===== src/design/h264dp_pkg.sv =====
package h264dp_pkg;

    // Default depth of the request queue between front and back
    localparam int QUEUE_DEPTH = 2;

    // Packet status codes reported with packet_done
    localparam logic [2:0] STATUS_OK          = 3'd0;
    localparam logic [2:0] STATUS_EMPTY       = 3'd1;
    localparam logic [2:0] STATUS_UNSUPPORTED = 3'd2;
    localparam logic [2:0] STATUS_SHORT_FU    = 3'd3;
    localparam logic [2:0] STATUS_OVERRUN     = 3'd4;

    // One request from the front: what the back expands into result bytes
    typedef struct packed {
        logic       emit_prefix;   // four start code bytes first
        logic       emit_hdr;      // rebuilt FU-A NAL header after the start code
        logic       emit_byte;     // payload byte last
        logic [7:0] data;
        logic [7:0] hdr;
        logic       done;          // packet ends with this request
        logic [2:0] status;
        logic [4:0] nal;
    } cmd_t;

endpackage


===== src/design/h264dp_front.sv =====
module h264dp_front
(
    input  logic               clk,
    input  logic               rst_n,
    input  logic               accept,
    input  logic [7:0]         payload_byte,
    input  logic               byte_present,
    input  logic               packet_first,
    input  logic               packet_last,
    output logic               cmd_push,
    output h264dp_pkg::cmd_t   cmd
);

    localparam logic [2:0] KIND_IDLE   = 3'd0;
    localparam logic [2:0] KIND_SINGLE = 3'd1;
    localparam logic [2:0] KIND_STAP   = 3'd2;
    localparam logic [2:0] KIND_FU     = 3'd3;
    localparam logic [2:0] KIND_DROP   = 3'd4;

    localparam logic [1:0] PH_LEN_HI = 2'd0;
    localparam logic [1:0] PH_LEN_LO = 2'd1;
    localparam logic [1:0] PH_DATA   = 2'd2;

    logic [2:0]  kind_reg,  kind_next;
    logic [1:0]  index_reg, index_next;
    logic [1:0]  phase_reg, phase_next;
    logic [15:0] len_reg,   len_next;
    logic [15:0] rem_reg,   rem_next;
    logic        scp_reg,   scp_next;
    logic [7:0]  ind_reg,   ind_next;
    logic [2:0]  err_reg,   err_next;
    logic [4:0]  nal_reg,   nal_next;

    // Classify the byte and update the packet state
    always_comb
    begin
        logic [4:0]  t;
        logic [15:0] len_v;
        logic [15:0] rem_dec;
        t       = payload_byte[4:0];
        len_v   = {len_reg[15:8], payload_byte};
        rem_dec = (rem_reg != 16'd0) ? rem_reg - 16'd1 : 16'd0;

        kind_next  = kind_reg;
        index_next = index_reg;
        phase_next = phase_reg;
        len_next   = len_reg;
        rem_next   = rem_reg;
        scp_next   = scp_reg;
        ind_next   = ind_reg;
        err_next   = err_reg;
        nal_next   = nal_reg;

        cmd             = '0;
        cmd.data        = payload_byte;
        cmd.hdr         = ind_reg;

        if (!byte_present)
        begin
            // A lone end marker on a new packet reports an empty packet
            if (packet_last && packet_first)
            begin
                kind_next = KIND_IDLE;
            end
        end
        else if (packet_first || kind_reg == KIND_IDLE)
        begin
            // Start a new packet from its NAL or indicator byte
            kind_next  = KIND_IDLE;
            index_next = 2'd0;
            phase_next = PH_LEN_HI;
            len_next   = 16'd0;
            rem_next   = 16'd0;
            scp_next   = 1'b0;
            ind_next   = 8'd0;
            err_next   = 3'd0;
            if (t <= 5'd23)
            begin
                kind_next       = KIND_SINGLE;
                nal_next        = t;
                cmd.emit_prefix = 1'b1;
                cmd.emit_byte   = 1'b1;
            end
            else if (t == 5'd24)
            begin
                kind_next = KIND_STAP;
            end
            else if (t == 5'd28)
            begin
                kind_next  = KIND_FU;
                index_next = 2'd1;
                ind_next   = payload_byte & 8'he0;
            end
            else
            begin
                kind_next = KIND_DROP;
                err_next  = h264dp_pkg::STATUS_UNSUPPORTED;
            end
        end
        else
        begin
            unique case (kind_reg)
                KIND_SINGLE:
                begin
                    cmd.emit_byte = 1'b1;
                end
                KIND_STAP:
                begin
                    unique case (phase_reg)
                        PH_LEN_HI:
                        begin
                            len_next   = {payload_byte, 8'h00};
                            phase_next = PH_LEN_LO;
                        end
                        PH_LEN_LO:
                        begin
                            len_next   = len_v;
                            rem_next   = len_v;
                            phase_next = (len_v != 16'd0) ? PH_DATA : PH_LEN_HI;
                        end
                        default:
                        begin
                            if (rem_reg == len_reg)
                            begin
                                nal_next        = t;
                                cmd.emit_prefix = 1'b1;
                            end
                            cmd.emit_byte = 1'b1;
                            rem_next      = rem_dec;
                            if (rem_dec == 16'd0)
                            begin
                                phase_next = PH_LEN_HI;
                            end
                        end
                    endcase
                end
                KIND_FU:
                begin
                    if (index_reg < 2'd2)
                    begin
                        nal_next   = t;
                        ind_next   = {ind_reg[7:5], t};
                        scp_next   = payload_byte[7];
                        index_next = 2'd2;
                    end
                    else
                    begin
                        if (scp_reg)
                        begin
                            cmd.emit_prefix = 1'b1;
                            cmd.emit_hdr    = 1'b1;
                            scp_next        = 1'b0;
                        end
                        cmd.emit_byte = 1'b1;
                    end
                end
                default:
                begin
                end
            endcase
        end

        // Close the packet and report its status
        if (packet_last)
        begin
            cmd.done = 1'b1;
            unique case (kind_next)
                KIND_SINGLE: cmd.status = h264dp_pkg::STATUS_OK;
                KIND_STAP:
                begin
                    if (phase_next == PH_DATA && rem_next != 16'd0 && rem_next < len_next)
                        cmd.status = h264dp_pkg::STATUS_OVERRUN;
                    else
                        cmd.status = h264dp_pkg::STATUS_OK;
                end
                KIND_FU:
                begin
                    cmd.status = (index_next < 2'd2) ? h264dp_pkg::STATUS_SHORT_FU
                                                     : h264dp_pkg::STATUS_OK;
                end
                KIND_DROP:   cmd.status = err_next;
                default:     cmd.status = h264dp_pkg::STATUS_EMPTY;
            endcase
            kind_next  = KIND_IDLE;
            index_next = 2'd0;
            phase_next = PH_LEN_HI;
            len_next   = 16'd0;
            rem_next   = 16'd0;
            scp_next   = 1'b0;
            ind_next   = 8'd0;
            err_next   = 3'd0;
        end

        cmd.nal  = nal_next;
        cmd_push = accept && (cmd.emit_byte || packet_last);
    end

    // Advance the packet state on each accepted request
    always_ff @(posedge clk or negedge rst_n)
    begin
        if (!rst_n)
        begin
            kind_reg  <= KIND_IDLE;
            index_reg <= 2'd0;
            phase_reg <= PH_LEN_HI;
            len_reg   <= 16'd0;
            rem_reg   <= 16'd0;
            scp_reg   <= 1'b0;
            ind_reg   <= 8'd0;
            err_reg   <= 3'd0;
            nal_reg   <= 5'd0;
        end
        else if (accept)
        begin
            kind_reg  <= kind_next;
            index_reg <= index_next;
            phase_reg <= phase_next;
            len_reg   <= len_next;
            rem_reg   <= rem_next;
            scp_reg   <= scp_next;
            ind_reg   <= ind_next;
            err_reg   <= err_next;
            nal_reg   <= nal_next;
        end
    end

endmodule


===== src/design/h264dp_queue.sv =====
module h264dp_queue
#(
    parameter int DEPTH = h264dp_pkg::QUEUE_DEPTH
)
(
    input  logic              clk,
    input  logic              rst_n,
    input  logic              push,
    input  h264dp_pkg::cmd_t  push_cmd,
    output logic              full,
    input  logic              pop,
    output logic              empty,
    output h264dp_pkg::cmd_t  head_cmd
);

    localparam int PTR_W = (DEPTH > 1) ? $clog2(DEPTH) : 1;
    localparam int CNT_W = $clog2(DEPTH + 1);
    localparam logic [PTR_W-1:0] PTR_LAST = PTR_W'(DEPTH - 1);
    localparam logic [CNT_W-1:0] CNT_FULL = CNT_W'(DEPTH);

    h264dp_pkg::cmd_t   entry_reg [DEPTH];
    logic [PTR_W-1:0]   wr_ptr_reg;
    logic [PTR_W-1:0]   rd_ptr_reg;
    logic [CNT_W-1:0]   count_reg;

    assign full     = (count_reg == CNT_FULL);
    assign empty    = (count_reg == '0);
    assign head_cmd = entry_reg[rd_ptr_reg];

    // Store pushed requests
    always_ff @(posedge clk)
    begin
        if (push)
        begin
            entry_reg[wr_ptr_reg] <= push_cmd;
        end
    end

    // Advance pointers and fill count
    always_ff @(posedge clk or negedge rst_n)
    begin
        if (!rst_n)
        begin
            wr_ptr_reg <= '0;
            rd_ptr_reg <= '0;
            count_reg  <= '0;
        end
        else
        begin
            if (push)
            begin
                wr_ptr_reg <= (wr_ptr_reg == PTR_LAST) ? '0 : wr_ptr_reg + 1'b1;
            end
            if (pop)
            begin
                rd_ptr_reg <= (rd_ptr_reg == PTR_LAST) ? '0 : rd_ptr_reg + 1'b1;
            end
            if (push && !pop)
            begin
                count_reg <= count_reg + 1'b1;
            end
            else if (pop && !push)
            begin
                count_reg <= count_reg - 1'b1;
            end
        end
    end

endmodule


===== src/design/h264dp_back.sv =====
module h264dp_back
(
    input  logic              clk,
    input  logic              rst_n,
    input  logic              q_empty,
    input  h264dp_pkg::cmd_t  head_cmd,
    output logic              q_pop,
    output logic              out_valid,
    input  logic              out_stall,
    output logic [7:0]        stream_byte,
    output logic              stream_valid,
    output logic              packet_done,
    output logic [2:0]        packet_status,
    output logic [4:0]        last_nal_type
);

    logic [2:0] step_reg;
    logic       valid_reg;
    logic [7:0] byte_reg;
    logic       svalid_reg;
    logic       done_reg;
    logic [2:0] status_reg;
    logic [4:0] nal_reg;

    logic       advance;
    logic       load;
    logic [2:0] last_step;
    logic       is_last;
    logic [7:0] item_byte;
    logic       item_valid;

    assign advance = !valid_reg || !out_stall;
    assign load    = advance && !q_empty;

    // Index of the final result of the head request
    always_comb
    begin
        logic [2:0] n;
        n = (head_cmd.emit_prefix ? 3'd4 : 3'd0)
            + {2'b00, head_cmd.emit_hdr} + {2'b00, head_cmd.emit_byte};
        last_step = (n == 3'd0) ? 3'd0 : n - 3'd1;
    end

    assign is_last = (step_reg == last_step);
    assign q_pop   = load && is_last;

    // Select the byte for the current step
    always_comb
    begin
        item_valid = 1'b1;
        if (head_cmd.emit_prefix && step_reg < 3'd3)
        begin
            item_byte = 8'h00;
        end
        else if (head_cmd.emit_prefix && step_reg == 3'd3)
        begin
            item_byte = 8'h01;
        end
        else if (is_last)
        begin
            item_byte  = head_cmd.emit_byte ? head_cmd.data : 8'h00;
            item_valid = head_cmd.emit_byte;
        end
        else
        begin
            item_byte = head_cmd.hdr;
        end
    end

    // Hold the result until taken, step through the request
    always_ff @(posedge clk or negedge rst_n)
    begin
        if (!rst_n)
        begin
            step_reg  <= 3'd0;
            valid_reg <= 1'b0;
        end
        else if (advance)
        begin
            valid_reg <= !q_empty;
            if (load)
            begin
                step_reg <= is_last ? 3'd0 : step_reg + 3'd1;
            end
        end
    end

    always_ff @(posedge clk)
    begin
        if (load)
        begin
            byte_reg   <= item_byte;
            svalid_reg <= item_valid;
            done_reg   <= is_last && head_cmd.done;
            status_reg <= (is_last && head_cmd.done) ? head_cmd.status
                                                     : h264dp_pkg::STATUS_OK;
            nal_reg    <= head_cmd.nal;
        end
    end

    assign out_valid     = valid_reg;
    assign stream_byte   = byte_reg;
    assign stream_valid  = svalid_reg;
    assign packet_done   = done_reg;
    assign packet_status = status_reg;
    assign last_nal_type = nal_reg;

endmodule


===== src/design/h264_rtp_depacketizer.sv =====
// H.264 RTP payload to Annex B byte stream converter.
// Input channel (in_valid / in_stall): one request per RTP payload byte with
// payload_byte, byte_present, packet_first and packet_last. A request with
// byte_present low and packet_last high closes the packet in progress.
// Output channel (out_valid / out_stall): at most one Annex B byte per request, with
// packet_done and packet_status on the last one of each packet; a status
// other than zero tells downstream to discard the bytes of that packet.
// An accepted input is written into the request queue and then into the output register.
// Throughput: plain payload bytes pass at one per cycle while out_stall is low. A byte
// that opens a NAL unit expands to five results (six for an FU-A start), and the back
// end sends one result a cycle while out_stall is low, so once the request queue
// (QUEUE_DEPTH entries) fills, such a byte holds the input until its results are sent.
// When out_stall is high the output register holds its request, the queue
// fills, and in_stall rises while the queue is full.
// Reset clears the packet state, the queue pointers and the output valid flag; no
// output is valid until a new input is accepted.
module h264_rtp_depacketizer
#(
    parameter int QUEUE_DEPTH = h264dp_pkg::QUEUE_DEPTH
)
(
    input  logic        clk,
    input  logic        rst_n,
    input  logic        in_valid,
    output logic        in_stall,
    input  logic [7:0]  payload_byte,
    input  logic        byte_present,
    input  logic        packet_first,
    input  logic        packet_last,
    output logic        out_valid,
    input  logic        out_stall,
    output logic [7:0]  stream_byte,
    output logic        stream_valid,
    output logic        packet_done,
    output logic [2:0]  packet_status,
    output logic [4:0]  last_nal_type
);

    logic             q_full;
    logic             q_empty;
    logic             q_pop;
    logic             cmd_push;
    h264dp_pkg::cmd_t cmd;
    h264dp_pkg::cmd_t head_cmd;
    logic             accept;

    assign in_stall = q_full;
    assign accept   = in_valid && !q_full;

    h264dp_front u_front
    (
        .clk          (clk),
        .rst_n        (rst_n),
        .accept       (accept),
        .payload_byte (payload_byte),
        .byte_present (byte_present),
        .packet_first (packet_first),
        .packet_last  (packet_last),
        .cmd_push     (cmd_push),
        .cmd          (cmd)
    );

    h264dp_queue #(.DEPTH(QUEUE_DEPTH)) u_queue
    (
        .clk      (clk),
        .rst_n    (rst_n),
        .push     (cmd_push),
        .push_cmd (cmd),
        .full     (q_full),
        .pop      (q_pop),
        .empty    (q_empty),
        .head_cmd (head_cmd)
    );

    h264dp_back u_back
    (
        .clk           (clk),
        .rst_n         (rst_n),
        .q_empty       (q_empty),
        .head_cmd      (head_cmd),
        .q_pop         (q_pop),
        .out_valid     (out_valid),
        .out_stall     (out_stall),
        .stream_byte   (stream_byte),
        .stream_valid  (stream_valid),
        .packet_done   (packet_done),
        .packet_status (packet_status),
        .last_nal_type (last_nal_type)
    );

endmodule


===== config.mk =====
export PLATFORM = sky130hd
export DESIGN_NAME = h264_rtp_depacketizer
export DESIGN_NICKNAME = d
export VERILOG_FILES = /design/src/design/h264dp_pkg.sv /design/src/design/h264dp_front.sv /design/src/design/h264dp_queue.sv /design/src/design/h264dp_back.sv /design/src/design/h264_rtp_depacketizer.sv
export SDC_FILE = /design/constraint.sdc
export NUM_CORES = 1
export LEC_CHECK = 0
export ABC_AREA = 1
export BUFFER_PORTS_ARGS = -buffer_cell sky130_fd_sc_hd__buf_2
export CORE_MARGIN = 5
export CORE_UTILIZATION = 30
export CTS_CLUSTER_DIAMETER = 100
export DETAILED_ROUTE_END_ITERATION = 10
export GPL_ROUTABILITY_DRIVEN = 0
export HOLD_SLACK_MARGIN = 0.08
export PLACE_DENSITY = 0.42
export SETUP_SLACK_MARGIN = 0.4
export SYNTH_ARGS = -nofsm -noshare
export SYNTH_HDL_FRONTEND = slang
export SYNTH_SLANG_ARGS = --single-unit

===== constraint.sdc =====
create_clock -name clk -period 7.9 [get_ports clk]
set_input_delay 0.79 -clock clk [delete_from_list [all_inputs] [get_ports clk]]
set_output_delay 0.79 -clock clk [all_outputs]
set_load 0.005 [all_outputs]

# Yosys cells after proc, flatten, opt, wreduce, memory -nomap -nowiden
# Memories as Yosys holds them, arrays and structs flattened.
# Cells that the tools add are included.
# word_totals
out_inout_bits,20
ramBits,56
ff_bits,82
in_bits,15
elab_cells,181
mem_count,1
# mem_list
name,depth,width,rd,rd_ports_with_merged_regs,write_ports,line_no,rtl
u_queue.entry_reg,2,28,1,0,1,h264dp_queue.sv:21,h264dp_pkg::cmd_t entry_reg [DEPTH];
# classes
add_sub_neg,9
reduce_logical,41
eq_ne,15
muxes,88
order_cmp,5
bitwise_logic,1
# op_table
operator,n
$mux W16,9
$mux W8,9
$pmux W16 S2,2
$mux W3,18
$reduce_bool A16 Y1,3
$mux W2,18
$mux W5,7
$mux W1,19
$eq A16 B16 Y1,1
$logic_not A16 Y1,1
$lt A16 B16 Y1,1
$sub A16 B1 Y16 const B,1
$eq A3 B2 Y1 const B,5
$logic_and A1 B1 Y1,12
$pmux W3 S4,1
$eq A5 B5 Y1 const B,2
$pmux W5 S2,1
$add A3 B1 Y3,2
$eq A3 B1 Y1 const B,2
$logic_not A1 Y1,6
$logic_not A3 Y1,2
$reduce_and A3 Y1,2
$reduce_bool A2 Y1,3
$reduce_bool A3 Y1,2
other kinds (23),30

# Depth between registers and ports, before layout
# logic_depth
depth_word,14
ltp_mapped,20
mapped_depth_nobuf,19

# Modules after synthesis
# Synthesis repeated with hierarchy kept, for this count alone.
# hier_totals
cells_unflattened,990
hier_area_um2,8254.2
# modules_own_cells
module,instances,cells_each,seq_area_each_um2,area_each_um2
h264dp_front,1,756,1376.3,4817.1
h264dp_queue,1,112,1781.7,2274.7
h264dp_back,1,120,640.6,1152.4
h264_rtp_depacketizer,1,2,0.0,10.0

# Worst setup path before layout
# No wires, ideal clock.
# synth_timing
path_type,input port to flip-flop
from,input port payload_byte[4]
to,memory u_queue.entry_reg[1][0] (netlist bit) (enable)
cell_stages,6
n_path_buf,1
setup_time_ps,414
required_time_ps,7486
path_slack_ps,4734
arrival_ps,2751
path_cell_list,clkbuf_2 > nand2_2 > nor2_1 > nor3_1 > o21ai_1 > nor2_1
# synth_lines
element,line_no,rtl
start: declaration,h264_rtp_depacketizer.sv:26,"input logic [7:0] payload_byte,"
end: declaration,h264dp_queue.sv:21,

==> impl_metrics.tcl <==
set metrics [dict create \
    hold_slack_ps 475 \
    setup_viol 0 \
    drt_iter0_drc 542 \
    rows 59 \
    totalNegativeSetupSlack_ps 0 \
    final_cell_mix "nand2_1, inv_1, nor2_1" \
    drv_cap 0 \
    crit_path_start_kind "input pin" \
    hold_buffers 0 \
    drtAntennaViolNets 0 \
    synth.distinct_cells 48 \
    drc 0 \
    async_flop_share 0.460 \
    multiInputGateArea_um2 3540 \
    syn2layout_area_growth_pct 12.9 \
    clkLatencyLatePin_ps 430 \
    syn_area_per_cell_um2 8.25 \
    chipHeight_um 173 \
    power_density_nw_per_um2 361 \
    post-route-util 0.345 \
    netlist_instances 964 \
    die_width_um 173 \
    grt_pass1_vias 6827 \
    path_class "in -> reg" \
    post_cts_buffers 0 \
    port_buffers 34 \
    coreArea_um2 26100 \
    layout_min_cycle_time_ps 4040 \
    clockBufferDepth 2 \
    cts_tree "done" \
    place_hpwl_um 17400 \
    path_clk_slew_ps 70 \
    wl_per_cell_um 18.6 \
    grt-ovfl-total 0 \
    firstDrtPassIters 5 \
    p_leak_uw 0.00398 \
    synth.yosys.seq_area_share 0.478 \
    largest_reg_flops 56 \
    initial_core_util 0.305 \
    synth_enable_flop_cells 74 \
    yosys_register_bits 137 \
    cp.arrival_ps 4300 \
    numCtsBuffers 17 \
    htree_levels 4 \
    skew_ps 16.0 \
    crit_fanout 29 \
    num_vias 6727 \
    post_dp_cell_area_um2 8430 \
    grt_use_total 0.168 \
    nets 1029 \
    stdcell_area_um2 8980 \
    ys.flop_type "edfxtp_1" \
    layout-drive-gt1-share 0.129 \
    yosys_warnings 0 \
    insertedDiodeCount 0 \
    vias_per_cell 5.02 \
    cts-root-buf "clkbuf_16" \
    tightest_slew_ps 949 \
    die_area_um2 29900 \
    cts_sinks 137 \
    fmax_mhz 248 \
    cts_resized 0 \
    finalHoldViolCount 0 \
    pin_count 35 \
    rsz0062_at_grt "no" \
    syn_area_um2 7950 \
    power.total_uw 3240 \
    maxSlewViolCount 0 \
    routed_wl_um 24800 \
    synthesis.nets 1002 \
    grt_antenna_before_repair 0 \
    layout_commonest_cell "nand2_1" \
    grt_pass1_wl_um 40000 \
    slew_headroom 0.368 \
    status "finished, final reports clean" \
    cp.required_ps 8160 \
    end_kind "flip-flop" \
    fillers 2779 \
    seq_area_um2 3800 \
    irDropWorstVdd_uv 203 \
    fin_crit_sh 0.511 \
    grt_max_degree 64 \
    min_path_type "reg -> reg" \
]
[worst max-delay path: stages]
cell and delay [ps]:
buf_2 550, inv_2 390, nor2_2 350, inv_2 100, nor2_2 500, a21oi_1 140, o21ai_0 150, ha_1 300
a21oi_1 140, o21ai_0 90, a21oi_1 180, nand4_1 130, nor2_1 130, nand4_1 140, a21oi_1 190
[cells by family after synthesis]
kind of cell | share of synthesized area
simple gates | 0.246
compound gates | 0.148
buf+inv | 0.0774
flops | 0.478
fa+ha+maj | 0.0362
xor+xnor | 0.0121
mux | 0.00252
[cell usage after synthesis (all sizes together), types with 17 or more instances]
master | instances | area [µm²]
a21oi | 66 | 342
clkbuf | 17 | 66.3
dfrtp | 63 | 1580
edfxtp | 74 | 2220
ha | 23 | 288
inv | 118 | 443
nand2 | 252 | 1020
nand3 | 48 | 263
nand4 | 23 | 150
nor2 | 97 | 450
o21ai | 65 | 325
o22ai | 48 | 300
[power breakdown]
| group | leakage (µW) | switching [µW] | internal (µW) |
|---|---|---|---|
| sequential | 0.00155 | 103 | 976 |
| clock | 0.000268 | 359 | 415 |
| combinational | 0.00216 | 958 | 428 |
[stage by stage]
step | instances | worst slack (ps)
2_1_floorplan | 964 | 4730
3_3_place_gp | 1307 | 3610
5_1_grt | 1339 | 3490
4_1_cts | 1339 | 3920
3_5_place_dp | 1307 | 3480
6_report | 1339 | 3860
[layer usage]
metal / vias to the layer above / GRT usage / share of wire / routed length [µm]
li1: 3339 / - / - / -
met1: 3181 / 0.233 / 0.47 / 11800
met2: 165 / 0.267 / 0.46 / 11500
met3: 42 / 0.0323 / 0.041 / 1010
met4: 0 / 0.0511 / 0.022 / 558
met5: - / 0 / 0 / 0
[path summary, 6_finish.rpt]
check                                         from                        to  slack [ps]  cells past startpoint
worst min-delay path            u_front.ind_reg[2]  u_queue.entry_reg[0][11]         470                      0
worst max register to register  u_front.rem_reg[1]   u_queue.entry_reg[0][7]        4490                     17
max in group asynchronous                    rst_n        u_queue.rd_ptr_reg        6760                      1
worst max-delay path                  byte_present   u_queue.entry_reg[0][7]        3860                     15
worst min register to register  u_front.ind_reg[2]  u_queue.entry_reg[0][11]         470                      0
min in group asynchronous                    rst_n       u_front.rem_reg[11]         500                      1
[area by class of cell]
type                            instances  share of cell area
Sequential cell                       137               0.423
Multi-Input combinational cell        675               0.395
Inverter                              121              0.0506
Clock buffer                           17              0.0474
Tap cell                              335              0.0467
Timing Repair Buffer                   39              0.0234
Clock inverter                         15              0.0146
Note: power is estimated with default switching activity, not from simulation.
